### config.mk
export PLATFORM = sky130hd
export DESIGN_NAME = ile_front_flat
export DESIGN_NICKNAME = d
export VERILOG_FILES = /design/src/assert_macros.svh /design/src/ile_pkg.sv /design/src/ile_req_if.sv /design/src/ile_front.sv /design/src/flat_wrapper.sv
export SDC_FILE = /design/constraint.sdc
export NUM_CORES = 1
export LEC_CHECK = 0
export BUFFER_PORTS_ARGS = -buffer_cell sky130_fd_sc_hd__buf_2
export CAP_MARGIN = 20
export CORE_ASPECT_RATIO = 1.2
export CORE_MARGIN = 5
export CORE_UTILIZATION = 35
export DETAILED_ROUTE_END_ITERATION = 8
export GPL_ROUTABILITY_DRIVEN = 0
export PLACE_DENSITY = 0.55
export SYNTH_ARGS = -nofsm -noshare
export SYNTH_HDL_FRONTEND = slang
export SYNTH_SLANG_ARGS = --single-unit
### constraint.sdc
create_clock -name clk -period 4.4 [get_ports clk]
set_clock_uncertainty 0.15 [all_clocks]
set_input_delay 0.22 -clock clk [delete_from_list [all_inputs] [get_ports clk]]
set_output_delay 0.22 -clock clk [all_outputs]
set_load 0.05 [all_outputs]
### src/assert_macros.svh
// Assertion macros shared by the list engine RTL.
// Depends on nothing; users must have clk and arst_n in scope.
`ifndef ASSERT_MACROS_SVH
`define ASSERT_MACROS_SVH
`ifndef NO_ASSERTIONS
// Check a property on every rising clock edge outside reset.
`define ASSERT_CLK(name, prop, msg) \
	name: assert property (@(posedge clk) disable iff (!arst_n) (prop)) else $error(msg);
// Check that a condition never holds outside reset.
`define ASSERT_NEVER(name, cond, msg) \
	name: assert property (@(posedge clk) disable iff (!arst_n) !(cond)) else $error(msg);
`else
`define ASSERT_CLK(name, prop, msg)
`define ASSERT_NEVER(name, cond, msg)
`endif
`endif

### src/ile_pkg.sv
// Shared types and constants of the indexed list engine.
// No dependencies.
package ile_pkg;
	localparam int CAPACITY_DEF  = 256;
	localparam int WORD_BITS_DEF = 32;

	localparam int KIND_W   = 3;
	localparam int VALUE_W  = 32;
	localparam int POS_W    = 9;
	localparam int STATUS_W = 2;
	localparam int COUNT_W  = 9;

	typedef enum logic [KIND_W-1:0] {
		K_INS_POS   = 3'd0,
		K_INS_FRONT = 3'd1,
		K_INS_BACK  = 3'd2,
		K_WRITE     = 3'd3,
		K_REM_POS   = 3'd4,
		K_REM_FRONT = 3'd5,
		K_REM_BACK  = 3'd6,
		K_REVERSE   = 3'd7
	} kind_t;

	typedef enum logic [STATUS_W-1:0] {
		S_OK    = 2'd0,
		S_RANGE = 2'd1,
		S_EMPTY = 2'd2,
		S_FULL  = 2'd3
	} status_t;

	typedef enum logic [1:0] {
		CL_INSERT  = 2'd0,
		CL_WRITE   = 2'd1,
		CL_REMOVE  = 2'd2,
		CL_REVERSE = 2'd3
	} cls_t;

	typedef enum logic [1:0] {
		AT_POS   = 2'd0,
		AT_FRONT = 2'd1,
		AT_BACK  = 2'd2
	} where_t;

	// Decoded operation travelling from front to back
	typedef struct packed {
		cls_t                      cls;
		where_t                    at;
		logic signed [VALUE_W-1:0] value;
		logic [POS_W-1:0]          position;
	} qitem_t;
endpackage

### src/ile_req_if.sv
// Request channel of the list engine: kind, value, position.
// Depends on ile_pkg.
interface ile_req_if import ile_pkg::*; ();
	logic                      valid;
	logic                      ready;
	logic [KIND_W-1:0]         kind;
	logic signed [VALUE_W-1:0] value;
	logic [POS_W-1:0]          position;

	modport source (output valid, kind, value, position, input ready);
	modport sink (input valid, kind, value, position, output ready);
endinterface

### src/ile_front.sv
// Front part: accept requests, classify them, hold them in a two-entry queue.
// Depends on ile_pkg and ile_req_if.
module ile_front import ile_pkg::*; (
	input  logic      clk,
	input  logic      arst_n,
	ile_req_if.sink   req,
	output logic      q_vld,
	output qitem_t    q_item,
	input  logic      q_rdy
);
	qitem_t     slot_q [2];
	logic       wr_q;
	logic       rd_q;
	logic [1:0] fill_q;
	qitem_t     dec;
	logic       push;
	logic       pop;

	// Classify the request kind
	always_comb begin
		dec.value    = req.value;
		dec.position = req.position;
		case (kind_t'(req.kind))
			K_INS_POS:   begin dec.cls = CL_INSERT;  dec.at = AT_POS;   end
			K_INS_FRONT: begin dec.cls = CL_INSERT;  dec.at = AT_FRONT; end
			K_INS_BACK:  begin dec.cls = CL_INSERT;  dec.at = AT_BACK;  end
			K_WRITE:     begin dec.cls = CL_WRITE;   dec.at = AT_POS;   end
			K_REM_POS:   begin dec.cls = CL_REMOVE;  dec.at = AT_POS;   end
			K_REM_FRONT: begin dec.cls = CL_REMOVE;  dec.at = AT_FRONT; end
			K_REM_BACK:  begin dec.cls = CL_REMOVE;  dec.at = AT_BACK;  end
			default:     begin dec.cls = CL_REVERSE; dec.at = AT_POS;   end
		endcase
	end

	assign req.ready = (fill_q != 2'd2);
	assign push      = req.valid && req.ready;
	assign q_vld     = (fill_q != 2'd0);
	assign q_item    = slot_q[rd_q];
	assign pop       = q_vld && q_rdy;

	// Store classified items
	always_ff @(posedge clk) begin
		if (push) begin
			slot_q[wr_q] <= dec;
		end
	end

	// Advance queue pointers
	always_ff @(posedge clk or negedge arst_n) begin
		if (!arst_n) begin
			wr_q   <= 1'b0;
			rd_q   <= 1'b0;
			fill_q <= 2'd0;
		end else begin
			if (push) wr_q <= ~wr_q;
			if (pop) rd_q <= ~rd_q;
			if (push && !pop) fill_q <= fill_q + 2'd1;
			else if (pop && !push) fill_q <= fill_q - 2'd1;
		end
	end
endmodule

### src/flat_wrapper.sv
// flat-port wrapper written by rule: the top's interface ports become plain ports
module ile_front_flat import ile_pkg::*;
  (clk, arst_n, q_vld, q_item, q_rdy, req_valid, req_kind, req_value, req_position, req_ready);
  ile_req_if req_i ();
  input  logic clk;
  input  logic arst_n;
  output logic q_vld;
  output qitem_t q_item;
  input  logic q_rdy;
  input wire logic [$bits(req_i.valid)-1:0] req_valid;
  input wire logic [$bits(req_i.kind)-1:0] req_kind;
  input wire logic [$bits(req_i.value)-1:0] req_value;
  input wire logic [$bits(req_i.position)-1:0] req_position;
  output wire logic [$bits(req_i.ready)-1:0] req_ready;
  assign req_i.valid = req_valid;
  assign req_i.kind = req_kind;
  assign req_i.value = req_value;
  assign req_i.position = req_position;
  assign req_ready = req_i.ready;
  ile_front u_core (.clk(clk), .arst_n(arst_n), .req(req_i), .q_vld(q_vld), .q_item(q_item), .q_rdy(q_rdy));
endmodule
==> impl_metrics.yaml, run 1 <==
status:
  outcome: "completed"
clock_network:
  cts_buffer_depth: 2
  path_clk_slew_ns: 0.06
  tritoncts: "yes"
  numCtsBuffers: 9
  cts-root-buf: "clkbuf_16"
  clock_sinks: 94
  clock_latency_ns: 0.33
  cts_resized: 0
  cts_htree_levels: 3
floorplanning:
  start_util_pct: 35.35
  dieArea_mm2: 0.01262
  fp.dieW_um: 103.4
  die_height_um: 122.1
  ios: 95
  core_area_mm2: 0.01036
  rows: 41
global_routing:
  grt_antenna_before_repair: 0
  grt-ovfl-total: 0
  grt_max_degree: 35
  grt_pass1_wl_mm: 9.873
  grt_use_total_pct: 10.65
  grt_pass1_vias: 2013
critical_path:
  required_ns: 4.03
  rrSetupSlack_ns: 2.24
  crit_fanout: 34
  critical_path_arrival_ns: 2.33
  cp_slowest_stage_delay_ns: 1.05
  cp_num_buf_inv: 2
  crit_family: "flip-flops"
  path_cells: "buf_4 > mux2_4 > buf_2"
  path_class: "reg2out"
  end_kind: "output pin"
  worstSetupStartpointType: "flip-flop"
  crit_slowest_cell: "dfrtp_2"
sta:
  hold_violations: 0
  setup_tns_ns: 0
  max_freq_mhz: 370.1
  slew_viol_final: 0
  relSlewSlack_pct: 31.25
  fin_crit_sh_pct: 61.41
  finalSetupViolCount: 0
  tightest_slew_ns: 1.031
  rsz0062_at_grt: "no"
  period_minus_slack_ns: 2.702
power:
  cellLeakagePower_nw: 1.986
  vdd_drop_max_mv: 0.5021
  power_density_mw_per_mm2: 731.3
placed_design:
  dpl_cell_area_mm2: 0.004245
  hpwl_mm: 4.217
  io_buffers: 94
  dp.cells: 382
yosys:
  syn_nets: 211
  synth_seq_cells: 94
  ys_warn_count: 0
  synth_cells: 162
  netlist_area_mm2: 0.003664
  synth_seq_area_share_pct: 76.50
  yosys-top-cells-area: "edfxtp_1, mux2_4, dfrtp_1"
  synth_top_area_share_pct: 73.77
  synthDistinctLibCells: 18
  synth_top_cell_by_area: "edfxtp_1"
  syn_area_per_cell_um2: 22.61
routing:
  drtIter0Drc: 56
  routed_wl_mm: 6.532
  drc: 0
  routed_via_density: 4.300
  drt-pass1-iter-count: 4
  wl_per_cell_um: 14.85
  ant_nets: 0
  vias: 1892
finish:
  final_util_pct: 47.83
  area_delta_synth_final_pct: 35.28
  antennaDiodeCount: 0
  final_cells: 440
  fillCellCount: 906
  final_nets: 356
  layout-drive-gt1-share_pct: 50.80
  final_area_mm2: 0.004956
worst_hold_path:
  hold_class: "in2reg"
flow_run:
  drv_cap: 0
[metrics by stage]
stage	worst slack (ns)	power [mW]	hold slack, ns
2_1_floorplan	0.8405	2.671	-0.2256
3_3_place_gp	1.997	2.895	-0.1181
3_5_place_dp	1.985	2.915	-0.1170
4_1_cts	1.626	3.678	0.01603
5_1_grt	1.553	3.787	0.02025
6_report	1.698	3.624	0.02708
[sequential cells by signal, indices dropped and copies added (netlist names)]
signal / flops
u_core.wr_q: 1
u_core.rd_q: 1
u_core.slot_q: 90
u_core.fill_q: 2
[per-layer routing]
metal | GRT usage (%) | routed length [um] | vias to the layer above
li1 | - | - | 914
met1 | 11.91 | 2589 | 915
met2 | 18.66 | 3476 | 49
met3 | 2.234 | 322 | 14
met4 | 5.587 | 144 | 0
met5 | 0 | 0 | -
[layout by cell type, fill, tap and decap left out]
master and count:
buf_12 1, edfxtp_1 90, buf_2 94, clkinvlp_4 1, clkinv_1 1, and2_1 1
bufinv_16 1, clkbuf_1 1, clkinv_2 2, buf_4 2, nor2_4 1, nor2b_1 2
clkbuf_16 9, nor2_1 1, xnor2_1 3, nand2_1 2, dlygate4sd3_1 43, and3_2 1
or2_1 1, inv_1 1, mux2_2 6, mux2_4 39, dfrtp_2 1, xor2_1 2
nand2b_1 1, ha_1 1, dfrtp_1 3
[synthesized netlist by cell type, drive strengths merged]
cell type,n
buf,5
nand2b,1
dfrtp,4
inv,1
xor2,2
and2,1
edfxtp,90
or2,1
nand2,2
mux2,45
xnor2,3
nor2b,2
ha,1
clkbuf,1
nor2,2
and3,1
[report_power, final]
| part | total [mW] | switching (mW) | internal [mW] |
|---|---|---|---|
| combinational | 1.53 | 1.00 | 0.528 |
| clock | 0.729 | 0.296 | 0.433 |
| sequential | 1.37 | 0.140 | 1.23 |
[worst register-to-register path, delay by kind of cell, from the launching register on]
family        cells  cell delay [ns]
buf+inv           1             0.48
flops             1             0.41
simple gates      3             0.77
[path summary, 6_finish.rpt]
| path | cells past startpoint | from | end |
|---|---|---|---|
| worst min register to register | 1 | u_core.fill_q[1] | u_core.fill_q[1] |
| min in group asynchronous | 2 | arst_n | u_core.fill_q[1] |
| worst max-delay path | 3 | u_core.rd_q | q_item[29] |
| worst min-delay path | 3 | q_rdy | u_core.rd_q |
| max in group asynchronous | 2 | arst_n | u_core.rd_q |
| worst max register to register | 4 | u_core.fill_q[0] | u_core.slot_q[0][19] |
[logic make-up (layout without fill, tap and decap cells)]
logic type	count (synthesis)	after routing	share of synthesized area [%]
buf+inv	7	156	2.698
xor+xnor	5	5	1.196
mux	45	45	17.83
fa+ha+maj	1	1	0.3415
simple gates	10	10	1.435
flops	94	94	76.50
[final cells by class]
type / count / area (um^2) / area share [%]
Clock inverter: 5 / 51.30 / 1.035
Clock buffer: 10 / 229.0 / 4.620
Tap cell: 129 / 161.4 / 3.257
Inverter: 1 / 3.754 / 0.07574
Multi-Input combinational cell: 61 / 770.7 / 15.55
Timing Repair Buffer: 140 / 935.9 / 18.88
Sequential cell: 94 / 2804 / 56.58
[what timing repair did]
action / 4_1_cts / 5_1_grt
hold buffers: 43 / 0
buffers inserted: 0 / 0
hold endpoints to repair: 88 / 0
Note: power is estimated with default switching activity, not from simulation.
==> inputs of run 2 (changes only) <==
- PLACE_DENSITY: 0.55 -> 0.57
- clock period: 4.4 -> 2.3 ns (I/O delays scaled with it)
==> run 2 against run 1 <==
Compared with the run above: sequential power increased by 80%; final cell count increased by 2.3%; register-to-register slack got worse by 1.6 ns; total power increased by 93%; clock power grew 92%; global-route usage grew 0.27 points; clock-buffer cell count up 2; hold slack gained 0.33 ns; setup slack worse by 1.3 ns; utilization increased by 0.86 points; largest power group unchanged; routed wire length increased by 0.98%; critical path depth is the same.
==> impl_metrics.yaml, run 2 (synthesized netlist as in run 1, its figures left out) <==
sta:
  finalWorstSetupSlack_ns: 0.4432
  finalSetupViolCount: 0
  relSlewSlack_pct: 76.18
  max_freq_mhz: 538.6
  fin_crit_sh_pct: 80.73
  hold_violations: 0
  setup_tns_ns: 0
  slew_viol_final: 0
  rsz0062_at_grt: "no"
  period_minus_slack_ns: 1.857
  tightest_slew_ns: 0.3573
global_routing:
  grt-ovfl-total: 0
  grt_pass1_vias: 2090
  grt_antenna_before_repair: 0
  grt_max_degree: 30
  grt_use_total_pct: 10.92
  grt_pass1_wl_mm: 10.18
clock_network:
  tritoncts: "yes"
  cts-root-buf: "clkbuf_16"
  clock_sinks: 94
  numCtsBuffers: 9
  cts_htree_levels: 3
  cts_resized: 0
  path_clk_slew_ns: 0.06
  cts_buffer_depth: 2
  cts_setup_buffers: 0
  clock_latency_ns: 0.33
finish:
  area_delta_synth_final_pct: 37.70
  mostFrequentLayoutCells: "buf_2, edfxtp_1, dlygate4sd3_1, mux2_4, clkbuf_16"
  reg.largest.list: "u_core.slot_q: 90 flops, u_core.fill_q: 2 flops"
  final_cells: 450
  regMostFlops: "u_core.slot_q"
  layout-drive-gt1-share_pct: 50.47
  largest_reg_flops: 90
  final_area_mm2: 0.005045
  final_nets: 365
  antennaDiodeCount: 0
  mostFrequentLayoutCell: "buf_2"
critical_path:
  required_ns: 2.04
  reg2reg_depth: 7
  crit_fanout: 17
  end_kind: "output pin"
  critical_path_arrival_ns: 1.59
  worstSetupStartpointType: "flip-flop"
  path_class: "reg2out"
routing:
  drtIter0Drc: 48
  top_layer: "met4"
  wl_per_cell_um: 14.66
  routed_wl_mm: 6.596
  ant_nets: 0
  vias: 1960
  drc: 0
  m1WireLength_mm: 2.566
  dr_wl_met2_mm: 3.438
  drt-pass1-iter-count: 4
  wl_met3_um: 484
  routed_via_density: 4.356
floorplanning:
  start_util_pct: 35.35
  rows: 41
  core_area_mm2: 0.01036
  dieArea_mm2: 0.01262
  ios: 95
  die_height_um: 122.1
  fp.dieW_um: 103.4
power:
  p_clk_share_pct: 20.1
  power_density_mw_per_mm2: 1386
  p_switching_mw: 2.769
  swShare_pct: 39.60
  cellLeakagePower_nw: 2.030
  internal_power_mw: 4.224
  vdd_drop_max_mv: 0.7163
  pwr-share-comb_pct: 44.6
  p_total_mw: 6.994
  seqPwrFrac_pct: 35.3
flow_run:
  drv_cap: 0
placed_design:
  dp.cells: 385
  hpwl_mm: 4.318
  dpl_cell_area_mm2: 0.004270
  place_worst_setup_slack_ns: 0.6503
  io_buffers: 94
worst_hold_path:
  hold_path_depth: 2
  hold_class: "in2reg"
status:
  outcome: "completed"
run 2: cell type report:
type,count,area (um^2)
fillers,881,5318
multi-input cells,61,773.2
inverters,1,3.754
clock inverters,4,47.55
well taps,129,161.4
flip-flops and latches,94,2804
repair buffers,149,1018
clock buffers,12,236.5
run 2: worst paths after layout:
check	from	slack [ns]	to
worst max-delay path	u_core.rd_q	0.44	q_item[40]
worst min-delay path	req_value[17]	0.36	u_core.slot_q[0][26]
worst max register to register	u_core.fill_q[0]	0.63	u_core.fill_q[1]
worst min register to register	u_core.fill_q[1]	0.36	u_core.fill_q[1]
max in group asynchronous	arst_n	1.27	u_core.rd_q
min in group asynchronous	arst_n	0.53	u_core.fill_q[0]
run 2: power by group through the flow:
stage               Combinational, mW  Sequential (mW)  Clock, mW
floorplan                        2.64             2.47          0
global placement                 3.11             2.48          0
finish                           3.12             2.47       1.40
global route                     3.29             2.50       1.54
CTS                              3.18             2.47       1.46
detailed placement               3.12             2.50          0
run 2: critical path: stages (launching register included):
cell and delay (ns):
dfrtp_2 0.38, buf_4 0.32, mux2_4 0.34, buf_2 0.21
run 2: per-stage QoR:
| stage | hold WS (ns) | utilization, % |
|---|---|---|
| floorplan | -0.3306 | - |
| global placement | -0.2196 | 41.21 |
| detailed placement | -0.2178 | 41.21 |
| CTS | 0.3277 | 48.68 |
| global route | 0.3463 | 48.68 |
| finish | 0.3574 | 48.68 |
run 2: metal layers:
layer | vias up | global-route usage (%)
met5 | - | 0
met4 | 0 | 4.615
met3 | 8 | 3.837
met2 | 60 | 18.06
met1 | 959 | 12.71
li1 | 933 | -
run 2: what timing repair did:
action | in CTS | in global routing
endpoints found under the setup margin | 0 | 0
hold buffers | 49 | 0
endpoints found under the hold margin | 96 | 0
==> inputs of run 3 (changes only) <==
- ABC_AREA: not set -> 1
- clock period: 2.3 -> 1.7 ns (I/O delays scaled with it)
==> run 3 against run 2 <==
Compared with the run above: clock power is 33% higher; routed wire length increased by 12%; clock-buffer cell count down 1; first-iteration DRC count grew 6.3%; final cell count rose by 22%; combinational power rose by 55%; die area is 2.3% lower; utilization rose by 2.3 points; critical endpoint is now q_item[21]; largest cell class unchanged.
==> impl_metrics.yaml, run 3 <==
status:
  outcome: "completed"
yosys:
  ys.flop_type: "edfxtp_1"
  synth_top_area_share_pct: 75.66
  syn_nets: 319
  yosys-top-cells-area: "edfxtp_1, nand2_1, dfrtp_1"
  synth_edf_count: 90
  synth_top_cell_by_area: "edfxtp_1"
  ys_top_cells_by_count: "nand2_1, edfxtp_1, inv_1"
  netlist_area_mm2: 0.003572
  synth_seq_area_share_pct: 78.46
  yosys.cell_count.top_type: "nand2_1"
  ys_warn_count: 0
  synthDistinctLibCells: 17
  synth_seq_cells: 94
  async_flop_share_pct: 4.255
  synth_cells: 270
  syn_area_per_cell_um2: 13.23
floorplanning:
  dieArea_mm2: 0.01234
  rows: 40
  start_util_pct: 35.69
  die_height_um: 120.7
  fp.dieW_um: 102.2
  core_area_mm2: 0.01001
  ios: 95
power:
  vdd_drop_max_mv: 0.9711
  power_density_mw_per_mm2: 1967
  cellLeakagePower_nw: 2.190
routing:
  routed_wl_mm: 7.405
  ant_nets: 0
  drt-pass1-iter-count: 4
  drc: 0
  wl_per_cell_um: 13.44
  routed_via_density: 4.312
  vias: 2376
  drtIter0Drc: 51
critical_path:
  worstSetupStartpointType: "flip-flop"
  r2r_start: "u_core.fill_q[1]"
  end_kind: "output pin"
  critical_path_arrival_ns: 1.41
  required_ns: 1.46
  reg2reg_depth: 8
  r2r_end: "u_core.fill_q[1]"
  rrSetupSlack_ns: 0.10
  crit_fanout: 20
  path_class: "reg2out"
sta:
  relSlewSlack_pct: 83.05
  holdWs_ns: 0.3301
  max_freq_mhz: 608.6
  finalSetupViolCount: 0
  slew_viol_final: 0
  setup_tns_ns: 0
  fin_crit_sh_pct: 96.66
  rsz0062_at_grt: "yes"
  period_minus_slack_ns: 1.643
  hold_violations: 0
  tightest_slew_ns: 0.2543
finish:
  area_delta_synth_final_pct: 42.80
  fillCellCount: 873
  mostFrequentLayoutCell: "nand2_1"
  final_cells: 551
  mostFrequentLayoutCells: "nand2_1, edfxtp_1, buf_2, dlygate4sd3_1, buf_4"
  largest_reg_flops: 90
  layout-drive-gt1-share_pct: 28.00
  final_area_mm2: 0.005101
  final_nets: 471
  reg.largest.list: "u_core.slot_q: 90 flops, u_core.fill_q: 2 flops"
  antennaDiodeCount: 0
  regMostFlops: "u_core.slot_q"
worst_hold_path:
  hold-path-endpoint: "u_core.slot_q[0][3]"
  hold_path_depth: 2
  hold_class: "in2reg"
  hold_path_startpoint: "req_position[3]"
placed_design:
  io_buffers: 94
  hpwl_mm: 4.527
  dpl_cell_area_mm2: 0.004224
  dp.cells: 488
flow_run:
  drv_cap: 0
clock_network:
  cts_buffer_depth: 2
  cts-root-buf: "clkbuf_16"
  tritoncts: "yes"
  cts_setup_buffers: 0
  numCtsBuffers: 9
  clock_sinks: 94
  cts_htree_levels: 3
  path_clk_slew_ns: 0.06
  clock_latency_ns: 0.32
global_routing:
  grt_max_degree: 30
  grt-ovfl-total: 0
  grt_use_total_pct: 12.40
  grt_pass1_wl_mm: 11.63
  grt_pass1_vias: 2423
  grt_antenna_before_repair: 0
-- run 3: changes by cell type in the layout (fill, tap and decap cells not counted), moves of 3 or more --
| cell | delta |
|---|---|
| buf_2 | -42 |
| buf_4 | +26 |
| buf_6 | +3 |
| clkbuf_4 | +13 |
| inv_1 | +7 |
| mux2_2 | -6 |
| mux2_4 | -39 |
| nand2_1 | +142 |
-- run 3: repair_timing --
action,CTS,global route
gates resized for setup,26,25
pin swaps,0,0
hold endpoints to repair,96,0
hold buffers,49,0
endpoints found under the setup margin,25,22
-- run 3: power by group --
group / internal, mW / leakage [nW] / switching (mW)
clock: 1.11 / 0.131 / 0.744
combinational: 1.33 / 1.17 / 3.51
sequential: 3.17 / 0.885 / 0.165
-- run 3: layout make-up --
class | count | area (um^2) | area share (%)
clock buffer | 11 | 232.7 | 4.562
clock inverter | 3 | 37.54 | 0.7358
inverter | 10 | 37.54 | 0.7358
multi-input combinational | 156 | 656.9 | 12.88
sequential | 94 | 2804 | 54.97
tap | 126 | 157.7 | 3.091
timing repair buffer | 151 | 1175 | 23.03
-- run 3: critical path, stage by stage, from the launching register on --
cell and delay [ns]:
dfrtp_2 0.43, inv_2 0.09, buf_6 0.19, nand2_1 0.07
nand2_1 0.09, buf_4 0.20
-- run 3: layer usage --
layer / track usage [%] / share of wire (%)
met1: 14.10 / 41
met2: 21.79 / 51
met3: 3.289 / 6.4
met4: 4.922 / 1.9
met5: 0 / 0
-- run 3: how the worst max path moves through the flow --
| stage | start | endpoint | depth (start not counted) |
|---|---|---|---|
| floorplan | u_core.fill_q[0] | u_core.slot_q[0][0] | 4 |
| detailed placement | u_core.fill_q[1] | u_core.fill_q[1] | 8 |
| finish | u_core.rd_q | q_item[21] | 5 |
| global route | u_core.rd_q | q_item[21] | 5 |
| global placement | u_core.fill_q[0] | u_core.fill_q[1] | 9 |
| CTS | u_core.rd_q | q_item[33] | 5 |
-- run 3: kinds of logic after synthesis --
family	Yosys count	share of synthesized area (%)
xor+xnor	2	0.4905
fa+ha+maj	1	0.3502
buf+inv	20	4.413
flops	94	78.46
simple gates	153	16.29
-- run 3: through the flow --
step	util (%)	power (mW)	worst slack, ns
after global placement	42.20	7.823	0.1768
after CTS	50.49	10.03	0.008903
final	50.96	10.04	0.05679
after detailed placement	42.20	7.878	0.1171
after global routing	50.96	10.54	-0.01918
after floorplan	-	6.868	-0.2105
